`config.mk`:
```
export PLATFORM = sky130hd
export DESIGN_NAME = sc_search
export DESIGN_NICKNAME = d
export VERILOG_FILES = /design/src/rtl/sc_pkg.sv /design/src/rtl/sc_cross.sv /design/src/rtl/sc_search.sv
export SDC_FILE = /design/constraint.sdc
export NUM_CORES = 1
export LEC_CHECK = 0
export ABC_CLOCK_PERIOD_IN_PS = 2440
export BUFFER_PORTS_ARGS = -buffer_cell sky130_fd_sc_hd__buf_2
export CAP_MARGIN = 5
export CORE_UTILIZATION = 45
export CTS_CLUSTER_SIZE = 20
export DETAILED_ROUTE_END_ITERATION = 10
export PLACE_DENSITY_LB_ADDON = 0.08
export SLEW_MARGIN = 25
export SYNTH_ARGS = -nofsm -noshare
export SYNTH_HDL_FRONTEND = slang
export SYNTH_SLANG_ARGS = --single-unit
```
`constraint.sdc`:
```
create_clock -name clk -period 2.44 [get_ports clk]
set_clock_uncertainty 0.1 [all_clocks]
set_input_delay 0 -clock clk [delete_from_list [all_inputs] [get_ports clk]]
set_output_delay 0 -clock clk [all_outputs]
set_load 0.05 [all_outputs]
```
`src/rtl/sc_pkg.sv`:
```
// Shared constants and types for the scope capture edge trigger block
`default_nettype none
package sc_pkg;

	localparam int BUFFER_DEPTH = 2048;
	localparam int SCREEN_WIDTH = 128;
	localparam int SAMPLE_BITS  = 12;

	localparam int ADDR_W  = $clog2(BUFFER_DEPTH);
	localparam int FILL_W  = ADDR_W + 1;
	localparam int STEP_W  = $clog2(BUFFER_DEPTH / 2);
	localparam int LEVEL_W = 12;
	localparam int ERR_W   = 32;
	localparam int CMP_W   = (SAMPLE_BITS > LEVEL_W) ? SAMPLE_BITS : LEVEL_W;

	localparam logic [ADDR_W-1:0] HALF_SCREEN = ADDR_W'((SCREEN_WIDTH / 2) % BUFFER_DEPTH);
	localparam logic [STEP_W-1:0] STEP_LAST   = STEP_W'(BUFFER_DEPTH / 2 - 1);
	localparam logic [FILL_W-1:0] FILL_FULL   = FILL_W'(BUFFER_DEPTH);

	localparam logic CMD_STORE  = 1'b0;
	localparam logic CMD_SEARCH = 1'b1;

	localparam logic REG_TRIGGER_LEVEL = 1'b0;
	localparam logic REG_EDGE_SELECT   = 1'b1;

	localparam logic EDGE_RISING  = 1'b0;
	localparam logic EDGE_FALLING = 1'b1;

	typedef logic [SAMPLE_BITS-1:0] sample_t;
	typedef logic [ADDR_W-1:0]      addr_t;

	typedef struct packed {
		logic  valid;
		addr_t index;
		logic  found;
	} search_res_t;

endpackage
`default_nettype wire

```
`src/rtl/sc_cross.sv`:
```
// Level crossing detector shared by every step of the trigger walk
`default_nettype none
module sc_cross (
	input  wire logic                         edge_sel,
	input  wire logic [sc_pkg::LEVEL_W-1:0]   level,
	input  wire sc_pkg::sample_t              a,
	input  wire sc_pkg::sample_t              b,
	output logic                              hit
);

	logic [sc_pkg::CMP_W-1:0] a_x, b_x, l_x;

	always_comb begin
		a_x = sc_pkg::CMP_W'(a);
		b_x = sc_pkg::CMP_W'(b);
		l_x = sc_pkg::CMP_W'(level);
		case (edge_sel)
			sc_pkg::EDGE_RISING:  hit = (a_x <= l_x) && (b_x > l_x);
			sc_pkg::EDGE_FALLING: hit = (a_x >= l_x) && (b_x < l_x);
			default:              hit = 1'b0;
		endcase
	end

endmodule
`default_nettype wire

```
`src/rtl/sc_search.sv`:
```
// Sequencer that walks the sample buffer backward looking for a crossing
`default_nettype none
module sc_search (
	input  wire logic                       clk,
	input  wire logic                       arst_n,
	input  wire logic                       launch,
	input  wire sc_pkg::addr_t              newest,
	input  wire logic [sc_pkg::LEVEL_W-1:0] level,
	input  wire logic                       edge_sel,
	input  wire sc_pkg::sample_t            rd_sample,
	output sc_pkg::addr_t                   raddr,
	output logic                            busy,
	output sc_pkg::search_res_t             res
);

	typedef enum logic [1:0] {
		SR_IDLE = 2'b01,
		SR_WALK = 2'b10
	} sr_state_t;

	sr_state_t                   state_q;
	sc_pkg::addr_t               start_q, addr_q, pos_q;
	sc_pkg::addr_t               start_pos;
	sc_pkg::sample_t             b_q;
	logic                        first_q;
	logic [sc_pkg::STEP_W-1:0]   step_q;
	logic                        res_valid_q;
	sc_pkg::addr_t               res_index_q;
	logic                        res_found_q;
	logic                        hit;

	assign start_pos = newest - sc_pkg::HALF_SCREEN;
	// read one ahead: the sample after start is needed as the first "b"
	assign raddr = (state_q == SR_IDLE) ? start_pos + sc_pkg::ADDR_W'(1) : addr_q;
	assign busy  = (state_q != SR_IDLE);
	assign res   = '{valid: res_valid_q, index: res_index_q, found: res_found_q};

	sc_cross u_cross (
		.edge_sel (edge_sel),
		.level    (level),
		.a        (rd_sample),
		.b        (b_q),
		.hit      (hit)
	);

	always_ff @(posedge clk or negedge arst_n) begin
		if (!arst_n) begin
			state_q     <= SR_IDLE;
			first_q     <= 1'b0;
			step_q      <= '0;
			res_valid_q <= 1'b0;
		end else begin
			res_valid_q <= 1'b0;
			case (state_q)
				SR_IDLE: begin
					if (launch) begin
						first_q <= 1'b1;
						step_q  <= '0;
						state_q <= SR_WALK;
					end
				end
				SR_WALK: begin
					first_q <= 1'b0;
					if (!first_q) begin
						if (hit) begin
							res_valid_q <= 1'b1;
							state_q     <= SR_IDLE;
						end else if (step_q == sc_pkg::STEP_LAST) begin
							res_valid_q <= 1'b1;
							state_q     <= SR_IDLE;
						end else begin
							step_q <= step_q + sc_pkg::STEP_W'(1);
						end
					end
				end
				default: state_q <= SR_IDLE;
			endcase
		end
	end

	// payload path
	always_ff @(posedge clk) begin
		case (state_q)
			SR_IDLE: begin
				if (launch) begin
					start_q <= start_pos;
					addr_q  <= start_pos;
				end
			end
			SR_WALK: begin
				pos_q  <= addr_q;
				addr_q <= addr_q - sc_pkg::ADDR_W'(1);
				b_q    <= rd_sample;
				if (!first_q) begin
					if (hit) begin
						res_index_q <= pos_q;
						res_found_q <= 1'b1;
					end else begin
						res_index_q <= start_q;
						res_found_q <= 1'b0;
					end
				end
			end
			default: ;
		endcase
	end

endmodule
`default_nettype wire

```
Word level (Yosys, flattened, before mapping)
Index checks and enable logic that the tools add are counted.
- bits in registers: 71
- input port bits: 39
- output and inout bits: 25
- add/subtract/negate cells: 4
- order comparisons: 4
- eq/ne operators: 9
- muxes and demuxes: 22
- bitwise operators: 2
- reduce and logical (&&, ||, !) cells: 8
- operators with widths (operator ; count):
    two-way mux 10 bit ; 4
    two-way mux 11 bit ; 3
    one-hot mux 11 bit (2 select lines) ; 1
    one-hot mux 10 bit (2 select lines) ; 1
    >= comparator 12 bit ; 1
    greater-than comparator 12 bit ; 1
    less-or-equal comparator 12 bit ; 1
    < comparator 12 bit ; 1
    adder 11 x 1 -> 11 bit (second input constant) ; 1
    subtractor 11 x 1 -> 11 bit (second input constant) ; 1
    subtractor 11 x 7 -> 11 bit (second input constant) ; 1
    adder 10 x 1 -> 10 bit (second input constant) ; 1
    == test 10 bit (second input constant) ; 1
    two-way mux 2 bit ; 4
    inequality test 2 bit (second input constant) ; 4
    two-way mux 1 bit ; 6
    AND reduction 2 bit ; 3
    AND reduction 5 bit ; 1
    one-hot mux 1 bit (2 select lines) ; 2
    one-hot mux 2 bit (2 select lines) ; 1
    inequality test 3 bit (second input constant) ; 1
    AND reduction 3 bit ; 1
    == test 2 x 1 -> 1 bit (second input constant) ; 1
    == test 2 bit (second input constant) ; 1
    4 further kinds ; 6

Longest topological paths before layout
Gate-level depths: netlist of the first run.
- depth after elaboration: 6
- depth in mapped cells: 11

Cells and area by module
Synthesis of the first run repeated with hierarchy kept, for this count alone.
- cells, all modules: 335
- area, all modules: 3832.4 sq um
- by module, submodules not included (module ; instances ; cells an instance ; area each (sq um) ; sequential area each (sq um)):
    sc_search ; 1 ; 259 ; 3241.9 ; 2063.2
    sc_cross ; 1 ; 76 ; 590.6 ; 0.0

Least setup slack after synthesis of the first run
OpenSTA, ideal clock, no wires.
- path kind: register to output
- start: register state_q[0]
- end: output port raddr[0]
- arrival: 2240 ps
- required time: 2340 ps
- slack: 100 ps
- cell stages (with the launch flop): 4
- path buffers: 1
- cell sequence: dfstp_2 -> nand2b_1 -> clkbuf_1 -> o21ai_0
- word-level cells in the longest chain between the ends: 2
- ends and longest elaborated chain (what ; RTL line ; source):
    from (decl) ; sc_search.sv:21 ; sr_state_t state_q;
    from (signal assigned) ; sc_search.sv:48 ; state_q <= SR_IDLE;
    from (signal assigned) ; sc_search.sv:59 ; state_q <= SR_WALK;
    from (signal assigned) ; sc_search.sv:67 ; state_q <= SR_IDLE;
    == test 2 x 1 -> 1 bit ; sc_search.sv:34 ; assign raddr = (state_q == SR_IDLE) ? start_pos + sc_pkg::ADDR_W'(1) : addr_q;
    two-way mux 11 bit ; sc_search.sv:34 ;
    to (decl) ; sc_search.sv:11 ; output sc_pkg::addr_t raddr,
No other way between the ends.

Worst setup path after layout of the first run
- start: register b_q[1]
- end: register state_q[1]
- word-level cells in the longest chain between the ends: 6
- elaborated cells on any way between the ends: 10
- those cells by class: 2 x order compare; 1 x eq/ne; 4 x mux; 3 x reduce/logical
- ends and longest elaborated chain (what ; RTL line ; source):
    from (decl) ; sc_search.sv:24 ; sc_pkg::sample_t b_q;
    from (signal assigned) ; sc_search.sv:93 ; b_q <= rd_sample;
    < comparator 12 bit / greater-than comparator 12 bit (equally long branches) ; sc_cross.sv:19, sc_cross.sv:18 ;
    logical AND 1 bit (on tied branches) ; sc_cross.sv:19, sc_cross.sv:18 ;
    one-hot mux 1 bit (2 select lines) * ; sc_cross.sv:17 ; case (edge_sel)
    two-way mux 2 bit ; sc_search.sv:65 ; if (hit) begin
    two-way mux 2 bit ; sc_search.sv:64 ; if (!first_q) begin
    one-hot mux 2 bit (2 select lines) ; sc_search.sv:54 ; case (state_q)
    to (signal assigned) ; sc_search.sv:59 ;
    to (signal assigned) ; sc_search.sv:67 ;
    to (signal assigned) ; sc_search.sv:70 ; state_q <= SR_IDLE;
Every way passes the cells marked *; elsewhere a longest branch is shown, timed or not. The select of a mux whose other input is x is not followed.
A chain may end at the register's enable or synchronous reset.

==> results of run 1 <==
-- sequential cells by signal, indices dropped and copies added, names as in the netlist --
| register | cells |
|---|---|
| start_q | 11 |
| addr_q | 11 |
| res_valid_q | 1 |
| pos_q | 11 |
| step_q | 10 |
| res_found_q | 1 |
| first_q | 1 |
| state_q | 2 |
| res_index_q | 11 |
| b_q | 12 |
-- stage by stage --
step	hold slack, ns	setup TNS, ns	cell area, µm²	power, W
detailed placement	-0.185	0	4230	0.00346
floorplan	-0.396	0	3750	0.00298
global placement	-0.186	0	4230	0.00343
global route	0.0485	-0.0386	4690	0.00462
CTS	0.0425	0	4650	0.00439
finish	0.0536	0	4690	0.00437
-- layer usage --
| layer | track usage, % | share of wire, % | vias up |
|---|---|---|---|
| met3 | 2.85 | 3.7 | 14 |
| met5 | 0 | 0 | - |
| met1 | 24.4 | 46 | 1328 |
| met4 | 11.2 | 2.4 | 0 |
| li1 | - | - | 1448 |
| met2 | 35.1 | 48 | 69 |
-- logic make-up after synthesis --
family / Yosys count / share of synthesized area, %
xor+xnor: 20 / 4.67
fa+ha+maj: 28 / 9.33
mux: 3 / 0.833
buf+inv: 35 / 3.97
flops: 71 / 54.9
compound gates: 64 / 10.7
simple gates: 128 / 15.6
-- cells in the mapped netlist (2+ instances only) --
master	count
a211o_1	2
buf_2	2
a31oi_1	11
or3_1	2
nor2b_1	2
mux2i_1	2
nor2_1	18
a21oi_1	18
dfrtp_1	13
xor2_1	7
o21ai_0	19
clkbuf_1	5
nand4_1	6
nand2_1	61
a41oi_1	4
o21a_1	2
o211ai_1	2
nand3_1	9
inv_1	23
xnor2_1	13
edfxtp_1	57
and3_1	10
buf_4	4
ha_1	28
nor3_1	8
nand2b_1	10
-- cell type report --
cell class | count | area share, %
clock buffer | 12 | 2.88
sequential | 71 | 44.0
timing repair buffer | 98 | 14.0
clock inverter | 4 | 0.988
inverter | 23 | 1.84
tap | 102 | 2.72
multi-input combinational | 243 | 33.6
-- where the power goes --
group          internal (W)  switching, W
combinational      0.000506       0.00115
clock              0.000469      0.000419
sequential          0.00166      0.000156
-- worst max path at each step --
stage	startpoint	to
after detailed placement	b_q[1]	res_index_q[6]
after global placement	b_q[1]	res_index_q[2]
after CTS	b_q[1]	res_valid_q
final	b_q[1]	state_q[1]
after global routing	b_q[7]	state_q[1]
after floorplan	state_q[0]	raddr[0]
-- what timing repair did --
action / 4_1_cts / 5_1_grt
resized for setup: 1 / 5
hold buffers: 24 / 0
setup endpoints to repair: 3 / 24
endpoints found under the hold margin: 43 / 0
pin swaps: 0 / 5
==> impl_results.md, run 1 <==
* Antenna cells at 0
* Clock Sinks at 71
* FF/Latch Area at 2060 µm²
* Initial antenna violation count at 0
* Most frequent cells in the layout: buf_2, nand2_1, edfxtp_1
* Crit path kind: reg -> reg
* Die Footprint at 8710 µm²
* Fillers at 699
* Mapped Area at 3750 µm²
* Gate Count Post-Synth at 349
* Vias/cell at 5.17
* Die H at 93.3 µm
* Top FF cell, synth: edfxtp_1
* Core Util, Final at 59.4%
* Buf/Inv on CP at 1
* CP delay by family, top: compound AO/OA/AOI/OAI gates
* Post-synth ARST share at 19.7%
* DRT Pass-1 Iters at 4
* CP max stage delay at 0.37 ns
* Crit path required time at 2.57 ns
* CP max stage cell: edfxtp_1
* Worst-path fanout max at 15
* Worst-Margin Slew at 0.589 ns
* Syn. warnings at 0
* CTS buffer count at 9
* Footprint of the multi-input gates at 1570 µm²
* Antenna Nets Post-Route at 0
* Sequential-to-total area share from yosys stat at 54.9%
* Vias in the first global route at 2903
* Post-synthesis cell type count at 37
* Post-place setup slack at 0.000303 ns
* H-tree depth at 3
* TritonCTS clock tree: yes
* Status: completed
* Area Growth Syn to Fin at 24.8%
* Setup Fix Bufs, Post-CTS at 0
* Core Rows at 32
* Tmin final at 2.37 ns
* Fin cells at 553
* Critical path depth in cells at 9
* Fin crit share at 97.1%
* Initial DRC count at 121
* CP Cell Sequence: ha_1 > nor2b_2 > o211ai_1 > a211o_1 > a311oi_2 > a32oi_4 > buf_6 > and2_1 > o31a_1
* Post-Route WL at 8040 µm
* Startpoint Class: register
* #FFs+latches synth at 71
* DRC at 0
* RSZ-0062 raised after global routing: true
* Reg2reg end: state_q[1]
* Largest net degree at the start of global routing at 25
* Max clock buf depth at 2
* Commonest non-fill, non-tap cell in the layout: buf_2
* Tightest Hold Check Type: in -> async
* First-pass GRT wire length at 13400 µm
* Lkg Pwr at 2.01 nW
* VDD IR max at 0.000718 V
* FF-to-FF path depth at 9
* Gr usage total at 20.3%
* Worst reg2reg setup slack at 0.07 ns
* Final Hold Vio Count at 0
* Layout cell share with drive strength beyond 1 at 21.1%
* GPL Wtd Cong at 0.766
* Syn nets at 416
* Arrival time worst endpoint at 2.49 ns
* Relative max-transition margin at 60.6%
* Worst Slack Setup Final at 0.0719 ns
* Area contributors post-synth: edfxtp_1, ha_1, dfrtp_1, nand2_1, xnor2_1
* Top cell type's share of synthesized area at 45.6%
* Clk_lat worst skew at 0.34 ns
* Dominant cell type by area after synthesis: edfxtp_1
* Die width at 93.3 µm
* Remaining global-route overflow at 0
* Dpl hpwl at 5610 µm
* CTS root buf: clkbuf_8
* Worst r2r src: b_q[1]
* Initial core utilization at 47.6%
* Nets at 513
* Max cap viols at 0
* Io pins at 64
* # setup viols final at 0
* P per Cell Area at 932 nW/µm²
* Fmax at 0.422 GHz
* Port-buffer cells at 63
* Core region area at 7890 µm²
* CTS clk-pin slew, worst paths at 0.07 ns
* Post-synth EDFFs at 57
* Final Slew Violations at 0
* Cells after DPL at 513
* Mean Syn Cell Area at 10.8 µm²
* Via count at 2859
* Worst Setup End Kind: register
* DR WL/cell at 14.5 µm
Power figures use the tool's default switching activity.
==> inputs of run 2 (changes only) <==
--- a/config.mk
+++ b/config.mk
@@ -5,12 +5,13 @@
 export SDC_FILE = /design/constraint.sdc
 export NUM_CORES = 1
 export LEC_CHECK = 0
-export ABC_CLOCK_PERIOD_IN_PS = 2440
+export ABC_CLOCK_PERIOD_IN_PS = 2300
 export BUFFER_PORTS_ARGS = -buffer_cell sky130_fd_sc_hd__buf_2
 export CAP_MARGIN = 5
 export CORE_UTILIZATION = 45
 export CTS_CLUSTER_SIZE = 20
 export DETAILED_ROUTE_END_ITERATION = 10
+export GPL_TIMING_DRIVEN = 0
 export PLACE_DENSITY_LB_ADDON = 0.08
 export SLEW_MARGIN = 25
 export SYNTH_ARGS = -nofsm -noshare
==> constraint.sdc (replaced) <==
create_clock -name clk -period 2.3 [get_ports clk]
set_clock_uncertainty 0.1 [all_clocks]
set_input_delay 0 -clock clk [delete_from_list [all_inputs] [get_ports clk]]
set_output_delay 0 -clock clk [all_outputs]
set_load 0.05 [all_outputs]
==> run 2 against run 1 <==
  * Largest cell class unchanged
  * Non-clock buffer count up 10
  * Critical path depth up 1
  * Critical endpoint is now res_index_q[6]
  * Global-route usage down 0.52 points
  * Die area unchanged
  * Power up 13%
  * First-iteration DRC count down 26%
  * Register-to-register slack worse by 0.21 ns
  * The flow now finishes with violations (negative setup slack)
  * Combinational power up 16%
  * Core utilization up 4.5 points
  * Routed wire length up 3.3%
  * Clock power up 21%
  * Highest routed layer unchanged
==> impl_results.md, run 2 (synthesized netlist as in run 1, its figures left out) <==
* Status: complete, but fails checks
* Failing checks: negative setup slack
* P_sw at 0.00196 W (+14%)
* Tmin final at 2.44 ns (+0.0715 ns)
* Worst Slack Setup Final at -0.140 ns (-0.211 ns)
* Post-Route WL at 8310 µm (+3.3%)
* Core Util, Final at 63.9% (+4.5 points)
* Dpl hpwl at 5720 µm (+1.9%)
* Max clock buf depth at 2 (unchanged)
* Post-place setup slack at -0.268 ns (-0.268 ns)
* DRT Pass-1 Iters at 4 (unchanged)
* Total negative slack at -2.63 ns (-2.63 ns)
* Clk_lat worst skew at 0.34 ns (about the same)
* Layout cell share with drive strength beyond 1 at 29.1% (+8.1 points)
* Most frequent cells in the layout: buf_2, edfxtp_1, nand2_1
* Vias in the first global route at 2820 (-2.9%)
* Die width at 93.3 µm (unchanged)
* DR WL/cell at 14.8 µm (+1.7%)
* CTS root buf: clkbuf_8
* Nets at 523 (+1.9%)
* Fmax at 0.410 GHz (-2.9%)
* # setup viols final at 25 (+25)
* Clock Sinks at 71 (unchanged)
* Number of flip-flops in the largest register at 12 (unchanged)
* Arrival time worst endpoint at 2.44 ns (-0.05 ns)
* Most flops, register: b_q
* Sequential power share at 39.3% (-2.3 points)
* Core region area at 7890 µm² (unchanged)
* Fin crit share at 106% (+9.0 points)
* Initial core utilization at 47.6% (unchanged)
* First-pass GRT wire length at 13100 µm (-1.8%)
* Crit path required time at 2.30 ns (-0.27 ns)
* Die H at 93.3 µm (unchanged)
* Lkg Pwr at 2.14 nW (+6.6%)
* VDD IR max at 0.000818 V (+14%)
* RSZ-0062 raised after global routing: true
* Commonest non-fill, non-tap cell in the layout: buf_2
* Startpoint Class: register
* Logic gate share of total power at 39.0% (+1.0 points)
* Gr usage total at 19.8% (-0.52 points)
* Area Growth Syn to Fin at 34.2%
* Initial antenna violation count at 0 (unchanged)
* Port-buffer cells at 63 (unchanged)
* Total power at 0.00495 W (+13%)
* Crit path kind: reg -> reg
* Remaining global-route overflow at 0 (unchanged)
* DRC at 0 (unchanged)
* Final Slew Violations at 0 (unchanged)
* Net Sw Frac at 39.6% (about the same)
* CTS buffer count at 9 (unchanged)
* H-tree depth at 3 (unchanged)
* Worst-Margin Slew at 0.830 ns (+0.241 ns)
* Worst Setup End Kind: register
* Largest net degree at the start of global routing at 21 (-16%)
* Core Rows at 32 (unchanged)
* Tightest Hold Check Type: in -> async
* Vias/cell at 5.21 (+0.84%)
* CTS clk-pin slew, worst paths at 0.07 ns (about the same)
* Final Hold Vio Count at 0 (unchanged)
* Via count at 2930 (+2.5%)
* Clock network power share at 21.7% (+1.4 points)
* GPL Wtd Cong at 0.784 (+2.3%)
* TritonCTS clock tree: yes
* Worst-path fanout max at 5 (-10)
* Die Footprint at 8710 µm² (unchanged)
* Antenna cells at 0 (unchanged)
* Antenna Nets Post-Route at 0 (unchanged)
* Fillers at 635 (-9.2%)
* Initial DRC count at 89 (-26%)
* Max cap viols at 0 (unchanged)
* Io pins at 64 (unchanged)
* Int Pwr at 0.00299 W (+13%)
* P per Cell Area at 983 nW/µm² (+5.5%)
* Relative max-transition margin at 44.6% (-16 points)
-- run 2: cell count changes in the layout (fill, tap and decap cells not counted), sizes merged --
cell | previous run | this run
bufinv | 1 | 2
dlygate4sd3 | 24 | 25
clkinv | 2 | 3
clkbuf | 12 | 16
buf | 74 | 76
-- run 2: timing repair --
action,4_1_cts,5_1_grt
cloned,0,2
hold endpoints to repair,45,0
hold buffers,25,0
gates resized for setup,7,46
setup buffers,2,0
pin swaps,1,23
endpoints found under the setup margin,22,27
-- run 2: critical path: stages, from the launching register on --
cell	delay [ns]
edfxtp_1	0.42
ha_4	0.29
nor2b_4	0.12
o211ai_1	0.10
a211o_1	0.29
and3_4	0.17
a32oi_4	0.32
inv_2	0.12
buf_8	0.16
nand2_4	0.05
nand2_2	0.06
-- run 2: power by group through the flow --
stage	logic, W	registers, W	clock network (W)
after floorplan	0.00120	0.00196	0
after global placement	0.00165	0.00196	0
after detailed placement	0.00173	0.00195	0
after CTS	0.00180	0.00192	0.00109
after global routing	0.00210	0.00198	0.00114
final	0.00193	0.00195	0.00107
-- run 2: per-stage QoR --
stage / instance area [µm²] / hold WS (ns) / cells
2_1_floorplan: 3750 / -0.396 / 349
3_3_place_gp: 4200 / -0.180 / 514
3_5_place_dp: 4270 / -0.180 / 518
4_1_cts: 4770 / 0.0275 / 560
5_1_grt: 5040 / 0.0513 / 562
6_report: 5040 / 0.0475 / 562
-- run 2: layout make-up --
cell class	instances	area [µm²]	share of cell area, %
tap	102	128	2.53
timing repair buffer	96	698	13.9
sequential	71	2060	40.9
multi-input combinational	243	1770	35.1
buffer	12	85.1	1.69
inverter	23	86.3	1.71
clock buffer	9	124	2.46
clock inverter	6	86.3	1.71
-- run 2: path summary, 6_finish.rpt --
kind,from,endpoint,slack (ns),cells past startpoint
worst max register to register,b_q[1],res_index_q[6],-0.14,10
max in group asynchronous,arst_n,first_q,1.02,3
worst max-delay path,b_q[1],res_index_q[6],-0.14,10
min in group clk,newest[7],start_q[9],0.08,4
worst min register to register,step_q[7],step_q[7],0.41,1
worst min-delay path,arst_n,state_q[0],0.05,2
-- run 2: layer usage --
metal	GRT usage, %	wire (µm)	part of all wire (%)
met4	7.18	58	0.70
met3	3.90	401	4.8
met1	26.2	3770	45
met2	32.4	4070	49
met5	0	0	0
==> inputs of run 3 (changes only) <==
--- a/config.mk
+++ b/config.mk
@@ -8,7 +8,7 @@
 export ABC_CLOCK_PERIOD_IN_PS = 2300
 export BUFFER_PORTS_ARGS = -buffer_cell sky130_fd_sc_hd__buf_2
 export CAP_MARGIN = 5
-export CORE_UTILIZATION = 45
+export CORE_UTILIZATION = 32
 export CTS_CLUSTER_SIZE = 20
 export DETAILED_ROUTE_END_ITERATION = 10
 export GPL_TIMING_DRIVEN = 0
==> run 3 against run 2 <==
  * The run still ends with negative setup slack left
  * Non-clock buffer count fell by 4
  * Clock power rose by 62%
  * Cell area fell by 0.72%
  * Critical path depth did not move
  * Power rose by 10%
  * Sequential power barely moved
  * Die area rose by 40%
  * Sequential share of layout area rose by 0.30 points
  * Flip-flop and latch count did not move
==> impl_results.md, run 3 (synthesized netlist as in run 1, its figures left out) <==
* Status: complete, but fails checks
* Failing checks: negative setup slack
* Most flops, register: b_q
* H-tree depth at 3 (unchanged)
* CTS clk-pin slew, worst paths at 0.06 ns (about the same)
* Core region area at 11400 µm² (+45%)
* Fin crit share at 101% (-5.2 points)
* TritonCTS clock tree: yes
* Max cap viols at 0 (unchanged)
* CTS buffer count at 9 (unchanged)
* Initial DRC count at 118 (+33%)
* Most frequent cells in the layout: buf_2, nand2_1, edfxtp_1
* Vias in the first global route at 2799 (-0.74%)
* Max clock buf depth at 2 (unchanged)
* Die H at 110 µm (+18%)
* Die Footprint at 12200 µm² (+40%)
* Worst-path fanout max at 10 (+5)
* Worst-Margin Slew at 0.776 ns (-0.0534 ns)
* Worst path most repeated cell: nand2_1
* Footprint of the multi-input gates at 1600 µm² (-9.5%)
* CTS root buf: clkbuf_16
* Via count at 2883 (-1.6%)
* Total power at 0.00547 W (+10%)
* Antenna cells at 0 (unchanged)
* Die width at 110 µm (+18%)
* Initial antenna violation count at 0 (unchanged)
* Tmin final at 2.32 ns (-0.119 ns)
* Number of flip-flops in the largest register at 12 (unchanged)
* Total negative slack at -0.0919 ns (+2.54 ns)
* Antenna Nets Post-Route at 0 (unchanged)
* VDD IR max at 0.000554 V (-32%)
* Vias/cell at 4.81 (-7.8%)
* Lkg Pwr at 2.12 nW (-0.92%)
* Startpoint Class: register
* CP max stage cell: edfxtp_1
* Core Rows at 39 (+22%)
* Relative max-transition margin at 48.2% (+3.6 points)
* DR WL/cell at 14.4 µm (-2.4%)
* Worst Setup End Kind: register
* # setup viols final at 9 (-64%)
* RSZ-0062 raised after global routing: true
* Dpl hpwl at 6230 µm (+8.9%)
* Fmax at 0.431 GHz (+5.1%)
* Io pins at 64 (unchanged)
* Post-Route WL at 8650 µm (+4.2%)
* Buf/Inv on CP at 2 (unchanged)
* Final Slew Violations at 0 (unchanged)
* Commonest non-fill, non-tap cell in the layout: buf_2
* Crit path required time at 2.29 ns (about the same)
* Worst Slack Setup Final at -0.0207 ns (+0.119 ns)
* Nets at 519 (-0.76%)
* FF/Latch Area at 2060 µm² (unchanged)
* P per Cell Area at 1090 nW/µm² (+11%)
* Clock Sinks at 71 (unchanged)
* First-pass GRT wire length at 13800 µm (+5.4%)
* CP Cell Sequence: ha_1 > nor2b_1 > o211ai_1 > a211o_1 > and3_4 > a32oi_4 > inv_2 > buf_6 > nand2_1 > nand2_1
* Initial core utilization at 32.9% (-15 points)
* Crit path kind: reg -> reg
* Area Growth Syn to Fin at 33.3%
* DRT Pass-1 Iters at 4 (unchanged)
* DRC at 0 (unchanged)
* Layout cell share with drive strength beyond 1 at 23.4% (-5.7 points)
* Gr usage total at 15.3% (-4.5 points)
* GPL Wtd Cong at 0.788 (+0.47%)
* CP delay by family, top: compound AO/OA/AOI/OAI gates
* Arrival time worst endpoint at 2.31 ns (-0.13 ns)
* Remaining global-route overflow at 0 (unchanged)
* Final Hold Vio Count at 0 (unchanged)
* Port-buffer cells at 63 (unchanged)
* Largest net degree at the start of global routing at 24 (+14%)
* Clk_lat worst skew at 0.33 ns (about the same)
* Fillers at 1133 (+78%)
* CP max stage delay at 0.36 ns (-0.06 ns)
* Tightest Hold Check Type: in -> reg
[run 3: final timing paths]
check                      cells after the start  slack (ns)      start              to
max in group asynchronous                      4        0.54     arst_n       step_q[1]
max reg2reg                                   10       -0.02     b_q[1]  res_index_q[7]
min                                            3        0.06  newest[9]      start_q[9]
min in group asynchronous                      3        0.47     arst_n       step_q[6]
min reg2reg                                    1        0.38  step_q[7]       step_q[7]
max                                           10       -0.02     b_q[1]  res_index_q[7]
[run 3: what timing repair did]
action | 4_1_cts | 5_1_grt
hold buffers | 25 | 0
resized for setup | 7 | 12
pin swaps | 3 | 4
buffers inserted | 2 | 1
endpoints found under the hold margin | 41 | 0
setup endpoints to repair | 22 | 26
[run 3: tightest hold or removal path, stage by stage]
cell     delay, ns
buf_2         0.10
xnor2_1       0.11
inv_1         0.14
[run 3: cell type report]
| class | count | share of cell area (%) |
|---|---|---|
| Clock inverter | 7 | 2.90 |
| Clock buffer | 9 | 4.50 |
| Buffer | 12 | 1.63 |
| Sequential cell | 71 | 41.2 |
| Inverter | 23 | 1.73 |
| Multi-Input combinational cell | 243 | 32.0 |
| Timing Repair Buffer | 92 | 12.4 |
| Tap cell | 143 | 3.58 |
[run 3: through the flow]
stage | util [%] | setup slack, ns | hold WS, ns | instance area (µm²) | instances
after floorplan | - | 0.0812 | -0.396 | 3750 | 349
after global placement | 37.2 | -0.507 | -0.184 | 4250 | 555
after detailed placement | 37.5 | -0.234 | -0.183 | 4290 | 556
after CTS | 43.4 | -0.0428 | 0.0155 | 4950 | 599
after global routing | 43.8 | -0.171 | 0.0791 | 5000 | 600
final | 43.8 | -0.0207 | 0.0582 | 5000 | 600
[run 3: report_power, final]
part	switching, W	internal, W	leakage [nW]
logic	0.00126	0.000545	1.23
registers	0.000175	0.00177	0.713
clock network	0.000554	0.00117	0.176
[run 3: metal layers]
layer | track usage [%] | vias to the layer above | wire length, µm
met2 | 24.5 | 62 | 3990
met1 | 20.6 | 1350 | 4210
met5 | 0 | - | 0
li1 | - | 1463 | -
met4 | 6.11 | 0 | 140
met3 | 2.41 | 8 | 319
